`config.mk`:
```
export PLATFORM = sky130hd
export DESIGN_NAME = gpps_queue
export DESIGN_NICKNAME = d
export VERILOG_FILES = /design/src/rtl/gpps_pkg.sv /design/src/rtl/gpps_queue.sv
export SDC_FILE = /design/constraint.sdc
export NUM_CORES = 1
export LEC_CHECK = 0
export ABC_CLOCK_PERIOD_IN_PS = 7300
export BUFFER_PORTS_ARGS = -buffer_cell sky130_fd_sc_hd__buf_2
export CORE_MARGIN = 2
export CORE_UTILIZATION = 35
export DETAILED_ROUTE_END_ITERATION = 16
export SETUP_SLACK_MARGIN = 0.5
export SLEW_MARGIN = 5
export SYNTH_ARGS = -nofsm -noshare
export SYNTH_HDL_FRONTEND = slang
export SYNTH_SLANG_ARGS = --single-unit
```
`constraint.sdc`:
```
create_clock -name clk -period 7.3 [get_ports clk]
set_input_delay 1.095 -clock clk [delete_from_list [all_inputs] [get_ports clk]]
set_output_delay 1.095 -clock clk [all_outputs]
set_load 0.02 [all_outputs]
```
`src/rtl/gpps_pkg.sv`:
```
package gpps_pkg;

    localparam int PRICE_FIELD_W   = 48;
    localparam int DEF_PRICE_WIDTH = 48;
    localparam int DEF_EXP_DEPTH   = 256;
    localparam int EXP_W           = 12;
    localparam int MANT_W          = 35;
    localparam int ENTRY_W         = 34;
    localparam int QUEUE_DEPTH     = 2;

    localparam logic [PRICE_FIELD_W-1:0] START_PRICE_RESET = 48'd6553600;
    localparam logic signed [31:0] LOG2E_Q30 = 32'sd1549082005;
    localparam logic [31:0]        LN2_Q32   = 32'd2977044472;
    localparam logic [63:0]        ONE_Q32   = 64'h1_0000_0000;

    localparam logic [1:0] DIV_NONE = 2'd0;
    localparam logic [1:0] DIV_CASH = 2'd1;
    localparam logic [1:0] DIV_PROP = 2'd2;

    typedef struct packed {
        logic signed [15:0]       normal_sample;
        logic signed [19:0]       step_drift;
        logic [19:0]              step_vol;
        logic                     path_start;
        logic [1:0]               dividend_kind;
        logic [PRICE_FIELD_W-1:0] dividend_amount;
    } gpps_in_t;

    typedef struct packed {
        logic [PRICE_FIELD_W-1:0] price;
        logic                     saturated;
        logic                     floored;
    } gpps_out_t;

    typedef struct packed {
        logic                     path_start;
        logic [1:0]               dividend_kind;
        logic [PRICE_FIELD_W-1:0] dividend_amount;
    } gpps_side_t;

    typedef struct packed {
        logic signed [EXP_W-1:0] e;
        logic [MANT_W-1:0]       mant;
        gpps_side_t              side;
    } gpps_item_t;

    // 2^(j/depth) in Q32, truncating Taylor series of exp
    function automatic logic [ENTRY_W-1:0] exp_entry(input int unsigned j,
                                                     input int unsigned idxw);
        logic [63:0]  a;
        logic [127:0] prod;
        logic [63:0]  term;
        logic [63:0]  sum;
        logic         done;
        a    = (64'(j) * 64'(LN2_Q32)) >> idxw;
        term = ONE_Q32;
        sum  = ONE_Q32;
        done = 1'b0;
        for (int k = 1; k < 40; k++)
        begin
            if (!done)
            begin
                prod = 128'(term) * 128'(a);
                term = 64'(prod >> 32) / 64'(k);
                if (term == 64'd0)
                    done = 1'b1;
                else
                    sum = sum + term;
            end
        end
        return ENTRY_W'(sum);
    endfunction

endpackage

```
`src/rtl/gpps_queue.sv`:
```
module gpps_queue
    import gpps_pkg::*;
(
    input  logic       clk,
    input  logic       rst_n,
    input  logic       push,
    input  gpps_item_t push_data,
    output logic       full,
    input  logic       pop,
    output logic       q_valid,
    output gpps_item_t q_data
);

    localparam int PW = $clog2(QUEUE_DEPTH);

    gpps_item_t           mem [QUEUE_DEPTH];
    logic [PW-1:0]        wp_reg, rp_reg;
    logic [PW:0]          count_reg;

    assign full    = (count_reg == (PW+1)'(QUEUE_DEPTH));
    assign q_valid = (count_reg != '0);
    assign q_data  = mem[rp_reg];

    always_ff @(posedge clk or negedge rst_n)
    begin
        if (!rst_n)
        begin
            wp_reg    <= '0;
            rp_reg    <= '0;
            count_reg <= '0;
        end
        else
        begin
            if (push)
                wp_reg <= wp_reg + 1'b1;
            if (pop)
                rp_reg <= rp_reg + 1'b1;
            unique case ({push, pop})
                2'b10:   count_reg <= count_reg + 1'b1;
                2'b01:   count_reg <= count_reg - 1'b1;
                default: count_reg <= count_reg;
            endcase
        end
    end

    always_ff @(posedge clk)
    begin
        if (push)
            mem[wp_reg] <= push_data;
    end

    a_no_overflow: assert property (@(posedge clk) disable iff (!rst_n)
        push |-> (!full || pop))
        else $error("queue overflow");
    a_no_underflow: assert property (@(posedge clk) disable iff (!rst_n)
        pop |-> q_valid)
        else $error("queue underflow");
    a_count_range: assert property (@(posedge clk) disable iff (!rst_n)
        count_reg <= (PW+1)'(QUEUE_DEPTH))
        else $error("queue count out of range");

endmodule

```
==> impl_metrics.toml, run 1 <==
[outcome]
status = "complete, no violations"

[yosys]
syn_area_per_cell_um2 = 22.70
synth_cell_types = 14
synth_seq_cells = 200
syn_nets = 424
synthCells = 321
seq_area_frac_synth = 0.8214
yosys_warnings = 0
synthesis.area_um2 = 7287

[setup_path]
cp_max_fo = 57
cp.arrival_ns = 2.63
critical_path.top_delay_family = "buffers and inverters"
cpMaxStageDelayCell = "dfrtp_4"
path_cells = "buf_4, mux2_2, buf_2"
crit_path_max_incr_delay_ns = 0.81
worstSetupPathType = "flop to output port"
setup.worst_path.start_class = "flop"
required_ns = 6.20
cp-end-kind = "output port"
path_buf_inv = 2

[pwr]
power.leakage_uw = 0.003453
p_clk_frac = 0.258
swShare = 0.3181
switchingPower_uw = 1177
p_per_area_nw_per_um2 = 402.5
p_int_uw = 2523
seq_power_share = 0.438
vdd.ir_drop.worst_mv = 0.2583
power_uw = 3700
comb_power_share = 0.304

[clocking]
cts.sinks = 200
cts_tree = "built"
clock-root-buffer = "clkbuf_16"
post-cts-setup-buffers = 0
cts_hold_buf = 0
cts_inserted_buffers = 17
path_clk_slew_ns = 0.07
clockBufferDepth = 2
postCtsResizedCells = 0
htreeDepth = 4
clock_latency_ns = 0.42

[global_routing]
antenna_found_initial = 1
grt_max_degree = 60
grt_pass1_vias = 4045
grtUsageTotal = 0.1248
grt_overflow = 0
grt_pass1_wl_um = 20790

[routing]
wirelength_um = 13520
dr.pass1.iters = 4
vias_per_cell = 4.460
vias = 3639
route.detailed.drc = 0
final_antenna_net_count = 0
drt_iter0_markers = 111
post_drt_wl_per_cell_um = 16.57

[timing]
max_freq_mhz = 268.5
setup_tns_ns = 0
worst_pin_slew_ns = 1.182
hold_viol = 0
fin_worst_skew_ns = 0.005957
setup_viol = 0
slew_viol_final = 0
rsz0062_at_grt = "no"
finalCriticalPeriod_ns = 3.724
slew_headroom = 0.2101
period_share = 0.5102
worst_slack_ns = 3.576

[cells_and_area]
final_nets = 636
final_core_util = 0.4514
syn2layout_area_growth_pct = 26.15
seq_area_um2 = 5989
layout_commonest_cell = "buf_2"
largest_reg_flops = 196
n_antenna_cell = 0
mostFrequentLayoutCells = "buf_2, edfxtp_1, mux2_2"
fillers = 1816
drive_gt1_frac = 0.6154
multi_input_area_um2 = 1234

[placed_design]
place.gp.congestion = 0.7118
io_buffers = 201
dp_hpwl_um = 8598
place_ws_ns = 3.821

[worst_hold_path]
min_path_type = "input port to async pin"

[floorplanning]
die_w_um = 148.3
dieArea_um2 = 21990
initial_core_util = 0.3578
rows = 52
io_pins = 202
core_area_um2 = 20360
chipHeight_um = 148.3

[flow_run]
maxCapViolCount = 0
==> area by class of cell <==
class,instances,share of cell area
sequential,200,0.6516
multi-input combinational,109,0.1342
timing repair buffer,204,0.1119
clock buffer,18,0.04669
tap,270,0.03675
clock inverter,14,0.01851
inverter,1,0.0004083
==> synth_stat cells <==
cell | instances | area (um^2)
or2_2 | 1 | 6.260
edfxtp_1 | 196 | 5886
buf_2 | 8 | 40.04
mux2_2 | 88 | 991.0
xor2_1 | 3 | 26.28
dfrtp_1 | 4 | 100.1
and2_1 | 1 | 6.260
xnor2_1 | 2 | 17.52
ha_1 | 1 | 12.51
mux2_4 | 10 | 150.1
nor2b_1 | 1 | 6.260
nor2_1 | 2 | 7.510
inv_1 | 1 | 3.750
buf_6 | 3 | 33.78
==> power by group through the flow <==
stage / combinational (uW) / clock (uW) / sequential (uW)
detailed placement: 1140 / 0 / 1650
floorplan: 843 / 0 / 1610
global placement: 1140 / 0 / 1640
finish: 1130 / 954 / 1620
CTS: 1150 / 982 / 1630
global route: 1210 / 1030 / 1650
==> per-layer routing <==
layer  up-vias  share of wire  track usage
li1       1694              -            -
met1      1813           0.43       0.1498
met2       121           0.49       0.2090
met3        11          0.072      0.04632
met4         0          0.012      0.04095
met5         -              0            0
==> path summary, 6_finish.rpt <==
kind                              start            to  slack (ns)  depth (start not counted)
setup / recovery                 rp_reg    q_data[87]        3.58                          3
hold / removal                    rst_n  count_reg[1]        0.47                          1
setup reg to reg                 wp_reg    mem[0][87]        4.72                          2
hold reg to reg            count_reg[1]  count_reg[1]        0.48                          1
max in group asynchronous         rst_n        rp_reg        6.69                          1
min in group clk           count_reg[1]  count_reg[1]        0.48                          1
==> stage by stage <==
step	instances	area (um^2)	hold WS, ns
after floorplan	321	7287	0.4474
after global placement	784	8593	0.4661
after detailed placement	784	8593	0.4713
after CTS	816	9193	0.4483
after global routing	816	9193	0.4472
final	816	9193	0.4694
==> worst reg2reg max path: cells and delay by family (launching register included) <==
| kind | cells | cell delay (ns) |
|---|---|---|
| flip-flops | 1 | 0.44 |
| AND/OR/NAND/NOR | 1 | 0.92 |
| buffers and inverters | 1 | 0.81 |
==> kinds of logic (layout without fill, tap and decap cells) <==
logic type | Yosys count | after routing | share of synthesized area
and+or+nand+nor | 5 | 5 | 0.003608
adders and majority gates | 1 | 1 | 0.001717
muxes | 98 | 98 | 0.1566
DFF | 200 | 200 | 0.8214
buffers and inverters | 12 | 237 | 0.01065
xor gates and xnor gates | 5 | 5 | 0.006011
Power figures use the tool's default switching activity.
==> run 2: changes to the inputs <==
--- a/config.mk
+++ b/config.mk
@@ -5,7 +5,7 @@
 export SDC_FILE = /design/constraint.sdc
 export NUM_CORES = 1
 export LEC_CHECK = 0
-export ABC_CLOCK_PERIOD_IN_PS = 7300
+export ABC_CLOCK_PERIOD_IN_PS = 3700
 export BUFFER_PORTS_ARGS = -buffer_cell sky130_fd_sc_hd__buf_2
 export CORE_MARGIN = 2
 export CORE_UTILIZATION = 35
==> constraint.sdc (replaced) <==
create_clock -name clk -period 3.7 [get_ports clk]
set_input_delay 0.555 -clock clk [delete_from_list [all_inputs] [get_ports clk]]
set_output_delay 0.555 -clock clk [all_outputs]
set_load 0.02 [all_outputs]
==> run 2 against run 1 <==
Compared with the run above: register-to-register slack lost 2.8 ns; critical path depth is the same; global-route usage shrank 0.093 points; non-clock buffer count grew 2; die area is the same; combinational power grew 96%; sequential share of layout area shrank 0.47 points; critical path type unchanged; critical endpoint is now q_data[94].
==> impl_metrics.toml, run 2 (same netlist as run 1, synthesis figures left out) <==
[outcome]
status = "complete, no violations"

[global_routing]
grt_max_degree = 55
grt_pass1_wl_um = 20730
grt_overflow = 0
grt_pass1_vias = 3924
grtUsageTotal = 0.1238
antenna_found_initial = 2

[setup_path]
r2r_cells = 2
cp-end-kind = "output port"
setup.worst_path.start_class = "flop"
cp_max_fo = 53
required_ns = 3.14
rr_startpoint = "wp_reg"
rr_endpoint = "mem[1][66]"
worstSetupPathType = "flop to output port"
worst-r2r-setup-slack_ns = 1.92
cp.arrival_ns = 2.24

[worst_hold_path]
hp-start = "push_data[75]"
min_path_type = "input port to flop"
whs_path_depth = 1
whs_endpoint = "mem[0][75]"

[timing]
slew_headroom = 0.5165
worst_pin_slew_ns = 0.7253
finalCriticalPeriod_ns = 2.795
slew_viol_final = 0
fin_worst_skew_ns = 0.007021
rsz0062_at_grt = "no"
hold_viol = 0
max_freq_mhz = 357.7
setup_tns_ns = 0
hold_ws_ns = 0.3229
period_share = 0.7555
setup_viol = 0

[clocking]
clock_latency_ns = 0.42
cts.sinks = 200
cts_tree = "built"
clockBufferDepth = 2
path_clk_slew_ns = 0.07
cts_hold_buf = 1
htreeDepth = 4
post-cts-setup-buffers = 0
cts_inserted_buffers = 17
postCtsResizedCells = 0
clock-root-buffer = "clkbuf_16"

[routing]
route.met2.wl_um = 6764
vias = 3628
drt_iter0_markers = 125
highest_layer = "met5"
final_antenna_net_count = 0
dr.pass1.iters = 4
wl_met3_um = 916
wirelength_um = 13330
wl_met1_um = 5420
vias_per_cell = 4.435
post_drt_wl_per_cell_um = 16.30
route.detailed.drc = 0

[floorplanning]
io_pins = 202
core_area_um2 = 20360
die_w_um = 148.3
chipHeight_um = 148.3
dieArea_um2 = 21990
initial_core_util = 0.3578
rows = 52

[cells_and_area]
layout_commonest_cell = "buf_2"
syn2layout_area_growth_pct = 27.06
drive_gt1_frac = 0.6150
mostFrequentLayoutCells = "buf_2, edfxtp_1, mux2_2"
largest_reg_flops = 196
final_nets = 638
final_core_util = 0.4547
n_antenna_cell = 0

[pwr]
power.leakage_uw = 0.003477
vdd.ir_drop.worst_mv = 0.3768
p_per_area_nw_per_um2 = 796.0
power_uw = 7370

[placed_design]
dp_hpwl_um = 8779
place.gp.congestion = 0.7074
io_buffers = 201

[flow_run]
maxCapViolCount = 0
-- run 2: changes by cell type in the layout (fill, tap and decap cells not counted), sizes merged --
| cell | delta |
|---|---|
| bufinv | +1 |
| clkinv | -2 |
| buf | +1 |
| dlygate4sd3 | +1 |
| clkinvlp | +1 |
-- run 2: cell type report --
class,count,area [um^2]
fill,1780,11110
clock inverter,14,193.9
multi-input combinational,109,1234
sequential,200,5989
clock buffer,18,429.2
inverter,1,3.754
tap,270,337.8
timing repair buffer,206,1071
-- run 2: worst max path at each step --
stage	start	endpoint	slack (ns)
floorplan	push	mem[0][0]	1.23
global placement	rp_reg	q_data[93]	1.32
detailed placement	rp_reg	q_data[93]	1.30
CTS	rp_reg	q_data[93]	0.83
global route	rp_reg	q_data[93]	0.76
finish	rp_reg	q_data[94]	0.90
-- run 2: metal layers --
layer,up-vias,global-route usage
met2,115,0.2123
met4,4,0.04429
met5,-,0
met3,16,0.04663
met1,1793,0.1425
li1,1700,-
-- run 2: power by group --
part | switching [uW] | internal (uW)
logic | 1300 | 920
registers | 203 | 3010
clock network | 802 | 1140
total | 2300 | 5070
-- run 2: critical path, stage by stage, from the launching register on --
cell and delay (ns):
dfrtp_4 0.87, buf_12 0.39, mux2_2 0.39, buf_2 0.16
-- run 2: metrics by stage --
step | instance area (um^2) | cells | worst slack, ns
after floorplan | 7296 | 321 | 1.230
after global placement | 8626 | 785 | 1.317
after detailed placement | 8626 | 785 | 1.296
after CTS | 9259 | 818 | 0.8333
after global routing | 9259 | 818 | 0.7650
final | 9259 | 818 | 0.9047
